<file path="src/gspd_pkg.sv">
// shared types, constants and microcode table for the gain-scheduled pd controller
package gspd_pkg;

	// configuration register indexes
	localparam logic [2:0] REG_MODE_STATIC = 3'd0;
	localparam logic [2:0] REG_STATIC_KP   = 3'd1;
	localparam logic [2:0] REG_STATIC_KD   = 3'd2;
	localparam logic [2:0] REG_DYN_KP_BASE = 3'd3;
	localparam logic [2:0] REG_DYN_KD      = 3'd4;
	localparam logic [2:0] REG_INV_SCALE   = 3'd5;

	// register reset values
	localparam logic [15:0] RST_STATIC_KP   = 16'd1792;
	localparam logic [15:0] RST_STATIC_KD   = 16'd10240;
	localparam logic [15:0] RST_DYN_KP_BASE = 16'd1280;
	localparam logic [15:0] RST_DYN_KD      = 16'd7680;
	localparam logic [15:0] RST_INV_SCALE   = 16'd15604;

	// radicand u << 8 stays below 2^27; its root never needs more than 14 bits
	localparam int RAD_W  = 27;
	localparam int ROOT_W = 14;

	typedef logic [3:0] step_t;

	// program addresses
	localparam step_t STEP_IDLE    = 4'd0;
	localparam step_t STEP_AINV    = 4'd1;
	localparam step_t STEP_LOAD_U  = 4'd2;
	localparam step_t STEP_ROOT    = 4'd3;
	localparam step_t STEP_US      = 4'd4;
	localparam step_t STEP_KP_DYN  = 4'd5;
	localparam step_t STEP_KP_STAT = 4'd6;
	localparam step_t STEP_KPE     = 4'd7;
	localparam step_t STEP_KDD     = 4'd8;
	localparam step_t STEP_EMIT    = 4'd9;

	// datapath action of a control word
	typedef enum logic [3:0] {
		OP_NOP,
		OP_LOAD,
		OP_MUL_AINV,
		OP_LOAD_U,
		OP_ROOT,
		OP_MUL_US,
		OP_KP_DYN,
		OP_KP_STAT,
		OP_MUL_KPE,
		OP_MUL_KDD,
		OP_EMIT
	} op_t;

	// sequencing condition of a control word
	typedef enum logic [2:0] {
		JC_NEXT,
		JC_GOTO,
		JC_ACCEPT,
		JC_LOOP,
		JC_OUT
	} jcond_t;

	typedef struct packed {
		op_t    op;
		jcond_t cond;
		step_t  target;
	} ctl_word_t;

	// control store
	function automatic ctl_word_t ucode(input step_t step);
		ctl_word_t cw;
		case (step)
			STEP_IDLE:    cw = '{op: OP_LOAD,     cond: JC_ACCEPT, target: STEP_KP_STAT};
			STEP_AINV:    cw = '{op: OP_MUL_AINV, cond: JC_NEXT,   target: STEP_IDLE};
			STEP_LOAD_U:  cw = '{op: OP_LOAD_U,   cond: JC_NEXT,   target: STEP_IDLE};
			STEP_ROOT:    cw = '{op: OP_ROOT,     cond: JC_LOOP,   target: STEP_IDLE};
			STEP_US:      cw = '{op: OP_MUL_US,   cond: JC_NEXT,   target: STEP_IDLE};
			STEP_KP_DYN:  cw = '{op: OP_KP_DYN,   cond: JC_GOTO,   target: STEP_KPE};
			STEP_KP_STAT: cw = '{op: OP_KP_STAT,  cond: JC_NEXT,   target: STEP_IDLE};
			STEP_KPE:     cw = '{op: OP_MUL_KPE,  cond: JC_NEXT,   target: STEP_IDLE};
			STEP_KDD:     cw = '{op: OP_MUL_KDD,  cond: JC_NEXT,   target: STEP_IDLE};
			STEP_EMIT:    cw = '{op: OP_EMIT,     cond: JC_OUT,    target: STEP_IDLE};
			default:      cw = '{op: OP_NOP,      cond: JC_GOTO,   target: STEP_IDLE};
		endcase
		return cw;
	endfunction

endpackage

</file>
<file path="src/gain_scheduled_pd_controller.sv">
// microcoded gain-scheduled pd controller: top level
//
//  channel   signals                                   direction  transfer
//  sample    sample_valid, sample_stall, error_sample  in         valid & !stall
//  result    result_valid, result_stall, drive, kp_used out       valid & !stall
//  config    cfg_valid, cfg_ready, cfg_index, cfg_data in         valid & ready
//
// dynamic mode: a square root loop decides one root bit per cycle on a shared
// subtractor. one shared 20x18 multiplier serves all products.
// arst_n clears the sequencer, the output valid, prev_error and the configuration registers.
// a new item is taken while a result still waits; only the emit step waits on
// result_stall. cfg_ready is always high.
module gain_scheduled_pd_controller #(
	parameter int SQRT_ITERS = 16
) (
	input  logic               clk,
	input  logic               arst_n,
	input  logic               sample_valid,
	output logic               sample_stall,
	input  logic signed [15:0] error_sample,
	output logic               result_valid,
	input  logic               result_stall,
	output logic signed [31:0] drive,
	output logic        [15:0] kp_used,
	input  logic               cfg_valid,
	output logic               cfg_ready,
	input  logic        [2:0]  cfg_index,
	input  logic        [15:0] cfg_data
);

	localparam int CNT_W = $clog2(SQRT_ITERS);
	localparam int TW    = 2 * SQRT_ITERS + 1;
	localparam int CW    = (TW > gspd_pkg::RAD_W) ? TW : gspd_pkg::RAD_W;
	localparam int RX    = (SQRT_ITERS > gspd_pkg::ROOT_W) ? SQRT_ITERS : gspd_pkg::ROOT_W;

	// configuration registers
	logic        mode_static_q;
	logic [15:0] static_kp_q;
	logic [15:0] static_kd_q;
	logic [15:0] dyn_kp_base_q;
	logic [15:0] dyn_kd_q;
	logic [15:0] inv_scale_q;

	// sequencer
	gspd_pkg::step_t     step_q;
	gspd_pkg::step_t     step_d;
	gspd_pkg::ctl_word_t cw;

	// datapath
	logic signed [15:0]       e_q;
	logic signed [15:0]       prev_q;
	logic [18:0]              u_q;
	logic [gspd_pkg::RAD_W-1:0] rem_q;
	logic [SQRT_ITERS-1:0]    r_q;
	logic [CNT_W-1:0]         cnt_q;
	logic [15:0]              kp_q;
	logic [15:0]              kd_q;
	logic signed [37:0]       mul_q;
	logic signed [34:0]       acc_q;
	logic signed [31:0]       drive_q;
	logic [15:0]              kp_used_q;
	logic                     result_valid_q;

	logic                     sample_fire;
	logic                     out_free;
	logic                     do_emit;
	logic [16:0]              e_mag;
	logic signed [16:0]       diff;
	logic signed [19:0]       mul_a;
	logic signed [17:0]       mul_b;
	logic [CW-1:0]            term;
	logic                     root_keep;
	logic [gspd_pkg::RAD_W-1:0] rem_next;
	logic [RX-1:0]            r_wide;
	logic [gspd_pkg::ROOT_W-1:0] root_s;
	logic [25:0]              kp_sum;
	logic [15:0]              kp_dyn;
	logic signed [34:0]       pd_sum;
	logic [SQRT_ITERS-1:0]    low_mask;

	assign cfg_ready    = 1'b1;
	assign result_valid = result_valid_q;
	assign drive        = drive_q;
	assign kp_used      = kp_used_q;

	// register writes
	always_ff @(posedge clk or negedge arst_n) begin
		if (!arst_n) begin
			mode_static_q <= 1'b0;
			static_kp_q   <= gspd_pkg::RST_STATIC_KP;
			static_kd_q   <= gspd_pkg::RST_STATIC_KD;
			dyn_kp_base_q <= gspd_pkg::RST_DYN_KP_BASE;
			dyn_kd_q      <= gspd_pkg::RST_DYN_KD;
			inv_scale_q   <= gspd_pkg::RST_INV_SCALE;
		end else if (cfg_valid && cfg_ready) begin
			case (cfg_index)
				gspd_pkg::REG_MODE_STATIC: mode_static_q <= cfg_data[0];
				gspd_pkg::REG_STATIC_KP:   static_kp_q   <= cfg_data;
				gspd_pkg::REG_STATIC_KD:   static_kd_q   <= cfg_data;
				gspd_pkg::REG_DYN_KP_BASE: dyn_kp_base_q <= cfg_data;
				gspd_pkg::REG_DYN_KD:      dyn_kd_q      <= cfg_data;
				gspd_pkg::REG_INV_SCALE:   inv_scale_q   <= cfg_data;
				default: ;
			endcase
		end
	end

	// control word fetch and handshake decode
	always_comb begin
		cw           = gspd_pkg::ucode(step_q);
		sample_stall = (cw.cond != gspd_pkg::JC_ACCEPT);
		sample_fire  = sample_valid && !sample_stall;
		out_free     = !result_valid_q || !result_stall;
		do_emit      = (cw.op == gspd_pkg::OP_EMIT) && out_free;
	end

	// next step
	always_comb begin
		case (cw.cond)
			gspd_pkg::JC_NEXT:   step_d = step_q + 4'd1;
			gspd_pkg::JC_GOTO:   step_d = cw.target;
			gspd_pkg::JC_ACCEPT: begin
				if (!sample_fire)
					step_d = step_q;
				else if (mode_static_q)
					step_d = cw.target;
				else
					step_d = step_q + 4'd1;
			end
			gspd_pkg::JC_LOOP:   step_d = (cnt_q == '0) ? step_q + 4'd1 : step_q;
			gspd_pkg::JC_OUT:    step_d = out_free ? cw.target : step_q;
			default:             step_d = gspd_pkg::STEP_IDLE;
		endcase
	end

	always_ff @(posedge clk or negedge arst_n) begin
		if (!arst_n) begin
			step_q <= gspd_pkg::STEP_IDLE;
		end else begin
			step_q <= step_d;
		end
	end

	// operand selection for the shared multiplier
	always_comb begin
		e_mag = e_q[15] ? 17'd0 - {e_q[15], e_q} : {e_q[15], e_q};
		diff  = {e_q[15], e_q} - {prev_q[15], prev_q};
		r_wide = RX'(r_q);
		root_s = r_wide[gspd_pkg::ROOT_W-1:0];
		case (cw.op)
			gspd_pkg::OP_MUL_AINV: begin
				mul_a = {3'b000, e_mag};
				mul_b = {2'b00, inv_scale_q};
			end
			gspd_pkg::OP_MUL_US: begin
				mul_a = {1'b0, u_q};
				mul_b = {4'b0000, root_s};
			end
			gspd_pkg::OP_MUL_KPE: begin
				mul_a = {4'b0000, kp_q};
				mul_b = {{2{e_q[15]}}, e_q};
			end
			gspd_pkg::OP_MUL_KDD: begin
				mul_a = {4'b0000, kd_q};
				mul_b = {diff[16], diff};
			end
			default: begin
				mul_a = '0;
				mul_b = '0;
			end
		endcase
	end

	// one root bit: keep it when (r << (i+1)) + 4^i fits in the remainder
	always_comb begin
		term      = (CW'(r_q) << ({1'b0, cnt_q} + 1'b1)) | (CW'(1) << {cnt_q, 1'b0});
		root_keep = term <= CW'(rem_q);
		rem_next  = gspd_pkg::RAD_W'(CW'(rem_q) - term);
		low_mask  = (SQRT_ITERS'(2) << cnt_q) - SQRT_ITERS'(1);
	end

	// gain sum with saturation, and the pd sum reduced to q.4
	always_comb begin
		kp_sum = 26'(mul_q[32:8]) + 26'(dyn_kp_base_q);
		kp_dyn = (kp_sum[25:16] != '0) ? 16'hffff : kp_sum[15:0];
		pd_sum = acc_q + $signed(mul_q[34:0]);
	end

	// datapath registers
	always_ff @(posedge clk) begin
		case (cw.op)
			gspd_pkg::OP_LOAD: begin
				if (sample_fire)
					e_q <= error_sample;
			end
			gspd_pkg::OP_MUL_AINV: mul_q <= mul_a * mul_b;
			gspd_pkg::OP_LOAD_U: begin
				u_q   <= mul_q[30:12];
				rem_q <= {mul_q[30:12], 8'b0};
				r_q   <= '0;
				cnt_q <= CNT_W'(SQRT_ITERS - 1);
			end
			gspd_pkg::OP_ROOT: begin
				if (root_keep) begin
					r_q   <= r_q | (SQRT_ITERS'(1) << cnt_q);
					rem_q <= rem_next;
				end
				cnt_q <= cnt_q - 1'b1;
			end
			gspd_pkg::OP_MUL_US: mul_q <= mul_a * mul_b;
			gspd_pkg::OP_KP_DYN: begin
				kp_q <= kp_dyn;
				kd_q <= dyn_kd_q;
			end
			gspd_pkg::OP_KP_STAT: begin
				kp_q <= static_kp_q;
				kd_q <= static_kd_q;
			end
			gspd_pkg::OP_MUL_KPE: mul_q <= mul_a * mul_b;
			gspd_pkg::OP_MUL_KDD: begin
				acc_q <= $signed(mul_q[34:0]);
				mul_q <= mul_a * mul_b;
			end
			gspd_pkg::OP_EMIT: begin
				if (out_free) begin
					drive_q   <= {{5{pd_sum[34]}}, pd_sum[34:8]};
					kp_used_q <= kp_q;
				end
			end
			default: ;
		endcase
	end

	// previous sample and output valid
	always_ff @(posedge clk or negedge arst_n) begin
		if (!arst_n) begin
			prev_q         <= '0;
			result_valid_q <= 1'b0;
		end else begin
			if (do_emit) begin
				prev_q         <= e_q;
				result_valid_q <= 1'b1;
			end else if (!result_stall) begin
				result_valid_q <= 1'b0;
			end
		end
	end

	// a result appears only out of the emit step
	assert property (@(posedge clk) disable iff (!arst_n)
		$rose(result_valid_q) |-> $past(step_q) == gspd_pkg::STEP_EMIT)
		else $error("result raised outside emit step");

	// an accepted item always starts the program
	assert property (@(posedge clk) disable iff (!arst_n)
		sample_fire |=> step_q != gspd_pkg::STEP_IDLE)
		else $error("accepted item did not start the program");

	// the reduced pd sum never reaches the 32-bit limits
	assert property (@(posedge clk) disable iff (!arst_n)
		result_valid_q |-> (drive_q[31:26] == 6'h00 || drive_q[31:26] == 6'h3f))
		else $error("drive outside the reachable range");

	// root bits at and below the current position are still undecided
	assert property (@(posedge clk) disable iff (!arst_n)
		(cw.op == gspd_pkg::OP_ROOT) |-> (r_q & low_mask) == '0)
		else $error("root bit set ahead of the loop");

endmodule
</file>
<file path="config.mk">
export PLATFORM = sky130hd
export DESIGN_NAME = gain_scheduled_pd_controller
export DESIGN_NICKNAME = d
export VERILOG_FILES = /design/src/gspd_pkg.sv /design/src/gain_scheduled_pd_controller.sv
export SDC_FILE = /design/constraint.sdc
export NUM_CORES = 2
export LEC_CHECK = 0
export ABC_AREA = 1
export BUFFER_PORTS_ARGS = -buffer_cell sky130_fd_sc_hd__buf_2
export CORE_MARGIN = 2
export CORE_UTILIZATION = 55
export DETAILED_ROUTE_END_ITERATION = 10
export PLACE_DENSITY_LB_ADDON = 0.2
export SYNTH_ARGS = -nofsm -noshare
export SYNTH_HDL_FRONTEND = slang
export SYNTH_SLANG_ARGS = --single-unit
</file>
<file path="constraint.sdc">
create_clock -name clk -period 9.2 [get_ports clk]
set_input_delay 2.3 -clock clk [delete_from_list [all_inputs] [get_ports clk]]
set_output_delay 2.3 -clock clk [all_outputs]
set_load 0.01 [all_outputs]
</file>
==> results by group <==
Timing
  • Final hold viol count: 0
  • RSZ-0062 raised after global routing: no
  • Final setup viols: 0
  • Final TNS setup: 0 ns
  • Max Clock Skew: about 0.027 ns
  • Period utilization: about 90%
  • Fmax: about 0.12 GHz
  • Worst-margin pin slew: around 1.1 ns
  • Worst slew margin: between 20% and 30%
  • Period minus WS final: 8.24 ns
  • Slew Viols, Final: 0

Yosys
  • XOR/XNOR share of the synthesized area: 2.12%
  • Synthesized flop and latch total: approximately 330
  • Post-synth EDFFs: about 230
  • Cell Area, Synth: 0.0320 mm²
  • Synth Area in Simple Gates: a little over a fifth
  • Ys async rst share: 31.0%
  • Compound-Gate Fraction of Synth Area: a little under a tenth
  • Synthesized area per cell: between 8 and 9 µm²
  • Mux cell area share after synthesis: 0%
  • Synth warn: 0
  • Post-synth top area cell: edfxtp_1
  • Post-synthesis sequential area ratio: 29.4%
  • Netlist cell types: between 60 and 70
  • Largest cells by area after synthesis: edfxtp_1 (21%), fa_1 (17%), nand2_1 (12%)
  • Area share of the largest cell type after synthesis: 21.3%
  • Area share of fa/ha/maj cells after synthesis: between 20% and 30%
  • Largest family of logic cells by synthesized area: adder cells
  • Post-Syn Instances: 3974
  • Top_reg_cell synth: edfxtp_1

Placed design
  • Detailed placement HPWL: around 74000 µm
  • Placed Cells: between 4000 and 5000
  • Port Buffers: slightly below 90
  • Final GP Congestion: about 1.0

Setup path
  • Kind of critical path: register to register
  • Number of buffers and inverters on the critical path: 8
  • Critical Path Max Stage Delay: slightly below 0.6 ns
  • CP endpoint kind: register
  • Worst setup SP type: register
  • Slowest CP cell: fa_1
  • Crit path max-delay family: adder cells
  • Worst EP arrival: 8.56 ns
  • CP required: ~9.5 ns
  • CP max FO: 60

CTS
  • CTS root buffer: clkbuf_16
  • H-tree depth: 2
  • CTS Buf Count: 38
  • Clock sink count: roughly 330
  • CTS max path bufs: 3
  • CTS tree: yes
  • Post-CTS sizing: 0
  • Post-CTS setup buffer count: 0
  • Clk_lat worst skew: roughly 0.57 ns
  • CTS clock-pin slew for the worst setup and hold paths: around 0.060 ns
  • Hold_buf cts: 0

Min path
  • HP Class: register to register

Cells and area
  • Nets: between 4000 and 5000
  • Final Non-Filler Cells: 4834
  • Layout area overhead: 7.55%
  • Reg area: 0.00939 mm²
  • Share of post-route cells with drive strength above 1: around 7.4%
  • Multi-input gate area: ~0.019 mm²
  • Fill cells: ~5300

Route
  • DR vias/cell: between 5 and 6
  • DR WL/cell: roughly 19 µm
  • Top sig layer: met4
  • Metal3 WL: slightly above 8000 µm
  • Remaining DRCs: 0
  • Vias post-DR: about 27000
  • WL met2: just under 40000 µm
  • ANT nets after route: 0
  • Detailed router's first-iteration violation count: roughly 2500
  • Met1 wire length: between 40000 and 50000 µm
  • Post-Route WL: between 90000 and 100000 µm
  • Pre-Repair DR Iteration Count: 6

Global route
  • Largest net degree at the start of global routing: 75
  • Vias in the first global route: roughly 25000
  • First-pass GRT wire length: approximately 140000 µm
  • Global route overflow: 0
  • Gr usage total: a little under a third
  • Initial antenna violation count: 2

Pwr
  • Switch share: between 50 and 60%
  • Internal power: between 6 and 7 mW
  • Sequential Power Share: a little over 20%
  • Clock share of power: a little under an eighth
  • Maximum VDD drop: roughly 220 µV
  • Leak pwr: between 15 and 20 nW
  • Sw Pwr: between 7 and 8 mW
  • Cell Pwr Density: roughly 400 mW/mm²
  • Gate power share: between 60 and 70%

Run
  • Max Cap Viol: 0

Floorplanning
  • I/O pin count: between 90 and 100
  • DIE AREA: about 0.06 mm²
  • Rows: 88
  • Die X: 245 µm
  • Die H: about 250 µm
  • Starting Density: between 50% and 60%
  • Core area: roughly 0.058 mm²

Run status
  • Status: finished clean
-- layer usage --
layer / up-vias / global-route usage (%)
met5: - / 0
met4: 0 / 13.1
met3: 183 / 5.59
met2: 1133 / 46.8
met1: 12500 / 45.1
li1: 12700 / -
-- through the flow --
stage / cell area [µm²] / hold slack [ns] / worst slack (ns) / utilization, % / total power [mW]
2_1_floorplan: 32000 / 0.427 / 2.04 / - / 9.19
3_3_place_gp: 33100 / 0.442 / 1.10 / 57.5 / 11.8
3_5_place_dp: 33100 / 0.454 / 1.02 / 57.5 / 11.9
4_1_cts: 34400 / 0.464 / 1.01 / 59.7 / 13.5
5_1_grt: 34400 / 0.474 / 0.416 / 59.7 / 14.8
6_report: 34400 / 0.458 / 0.956 / 59.7 / 13.6
-- Yosys cell counts (4+ instances only) --
master	instances
a211oi_1	6
a21boi_0	8
a21o_1	13
a21oi_1	192
a221oi_1	4
a22o_1	9
a31oi_1	15
and2_1	4
buf_2	31
buf_4	17
buf_6	9
clkbuf_1	39
dfrtp_1	82
dfstp_2	20
edfxtp_1	227
fa_1	275
ha_1	251
inv_1	726
inv_2	26
nand2_1	994
nand2_2	8
nand3_1	157
nand3b_1	4
nand4_1	34
nor2_1	339
nor2_2	6
nor2_4	7
nor3_1	34
nor4_1	8
o211ai_1	13
o21a_1	6
o21ai_0	233
o21ai_1	7
o21bai_1	13
o22ai_1	7
or2_2	27
xnor2_1	24
xor2_1	51
-- cells in the final DEF, fill, tap and decap left out, types with 7 or more instances in the layout --
| cell type | count |
|---|---|
| a21boi_0 | 8 |
| a21o_1 | 13 |
| a21oi_1 | 192 |
| a22o_1 | 9 |
| a31oi_1 | 15 |
| buf_2 | 88 |
| buf_4 | 28 |
| clkbuf_16 | 38 |
| conb_1 | 9 |
| dfrtp_1 | 82 |
| dfstp_2 | 20 |
| edfxtp_1 | 227 |
| fa_1 | 275 |
| ha_1 | 251 |
| inv_1 | 726 |
| inv_2 | 26 |
| nand2_1 | 993 |
| nand2_2 | 9 |
| nand3_1 | 157 |
| nand4_1 | 34 |
| nor2_1 | 338 |
| nor2_2 | 7 |
| nor2_4 | 7 |
| nor3_1 | 33 |
| nor4_1 | 8 |
| o211ai_1 | 13 |
| o21ai_0 | 233 |
| o21ai_1 | 7 |
| o21bai_1 | 13 |
| o22ai_1 | 7 |
| or2_2 | 27 |
| xnor2_1 | 24 |
| xor2_1 | 51 |
-- registers in the layout, summed over array words and instances, names as in the netlist --
register       cells
acc_q             35
mul_q             35
drive             27
rem_q             27
u_q               19
dyn_kd_q          16
dyn_kp_base_q     16
e_q               16
inv_scale_q       16
kd_q              16
kp_q              16
kp_used           16
prev_q            16
r_q               16
static_kd_q       16
static_kp_q       16
cnt_q              4
step_q             4
mode_static_q      1
result_valid       1
-- power by group through the flow --
stage / combinational (mW) / clock [mW] / sequential, mW
2_1_floorplan: 6.54 / 0 / 2.65
3_3_place_gp: 8.99 / 0 / 2.81
3_5_place_dp: 9.05 / 0 / 2.81
4_1_cts: 9.11 / 1.63 / 2.79
5_1_grt: 10.3 / 1.68 / 2.84
6_report: 9.22 / 1.61 / 2.80
-- worst register-to-register path, delay by kind of cell, from the launching register on --
| kind | cells | cell delay (ns) |
|---|---|---|
| buffers and inverters | 8 | 1.16 |
| DFF | 1 | 0.45 |
| AOI/OAI and AO/OA | 2 | 0.38 |
| adders and majority gates | 8 | 3.88 |
| and+or+nand+nor | 12 | 2.14 |
-- path summary, 6_finish.rpt --
check | startpoint | end | slack, ns | cells after the start
max | step_q[0] | mul_q[33] | 0.96 | 30
min | mul_q[0] | acc_q[0] | 0.46 | 0
max reg2reg | step_q[0] | mul_q[33] | 0.96 | 30
min reg2reg | mul_q[0] | acc_q[0] | 0.46 | 0
max in group asynchronous | arst_n | static_kp_q[13] | 6.25 | 2
min in group asynchronous | arst_n | static_kd_q[6] | 1.65 | 1
-- cell type report --
type / instances / area share, %
Antenna cell: 1 / 0.00728
Clock buffer: 45 / 2.87
Clock inverter: 25 / 0.935
Inverter: 757 / 8.28
Multi-Input combinational cell: 2796 / 55.9
Sequential cell: 329 / 27.3
Tap cell: 765 / 2.78
Timing Repair Buffer: 116 / 1.89
-- kinds of logic (layout without fill, tap and decap cells) --
group / Yosys count / after routing
AND/OR/NAND/NOR: 1640 / 1640
flip-flops: 329 / 329
XOR/XNOR: 76 / 76
buffers and inverters: 856 / 943
AO/OA/AOI/OAI: 545 / 545
other: 2 / 10
adder cells (fa/ha/maj): 526 / 526
No activity file was read; power rests on OpenSTA's default activity.
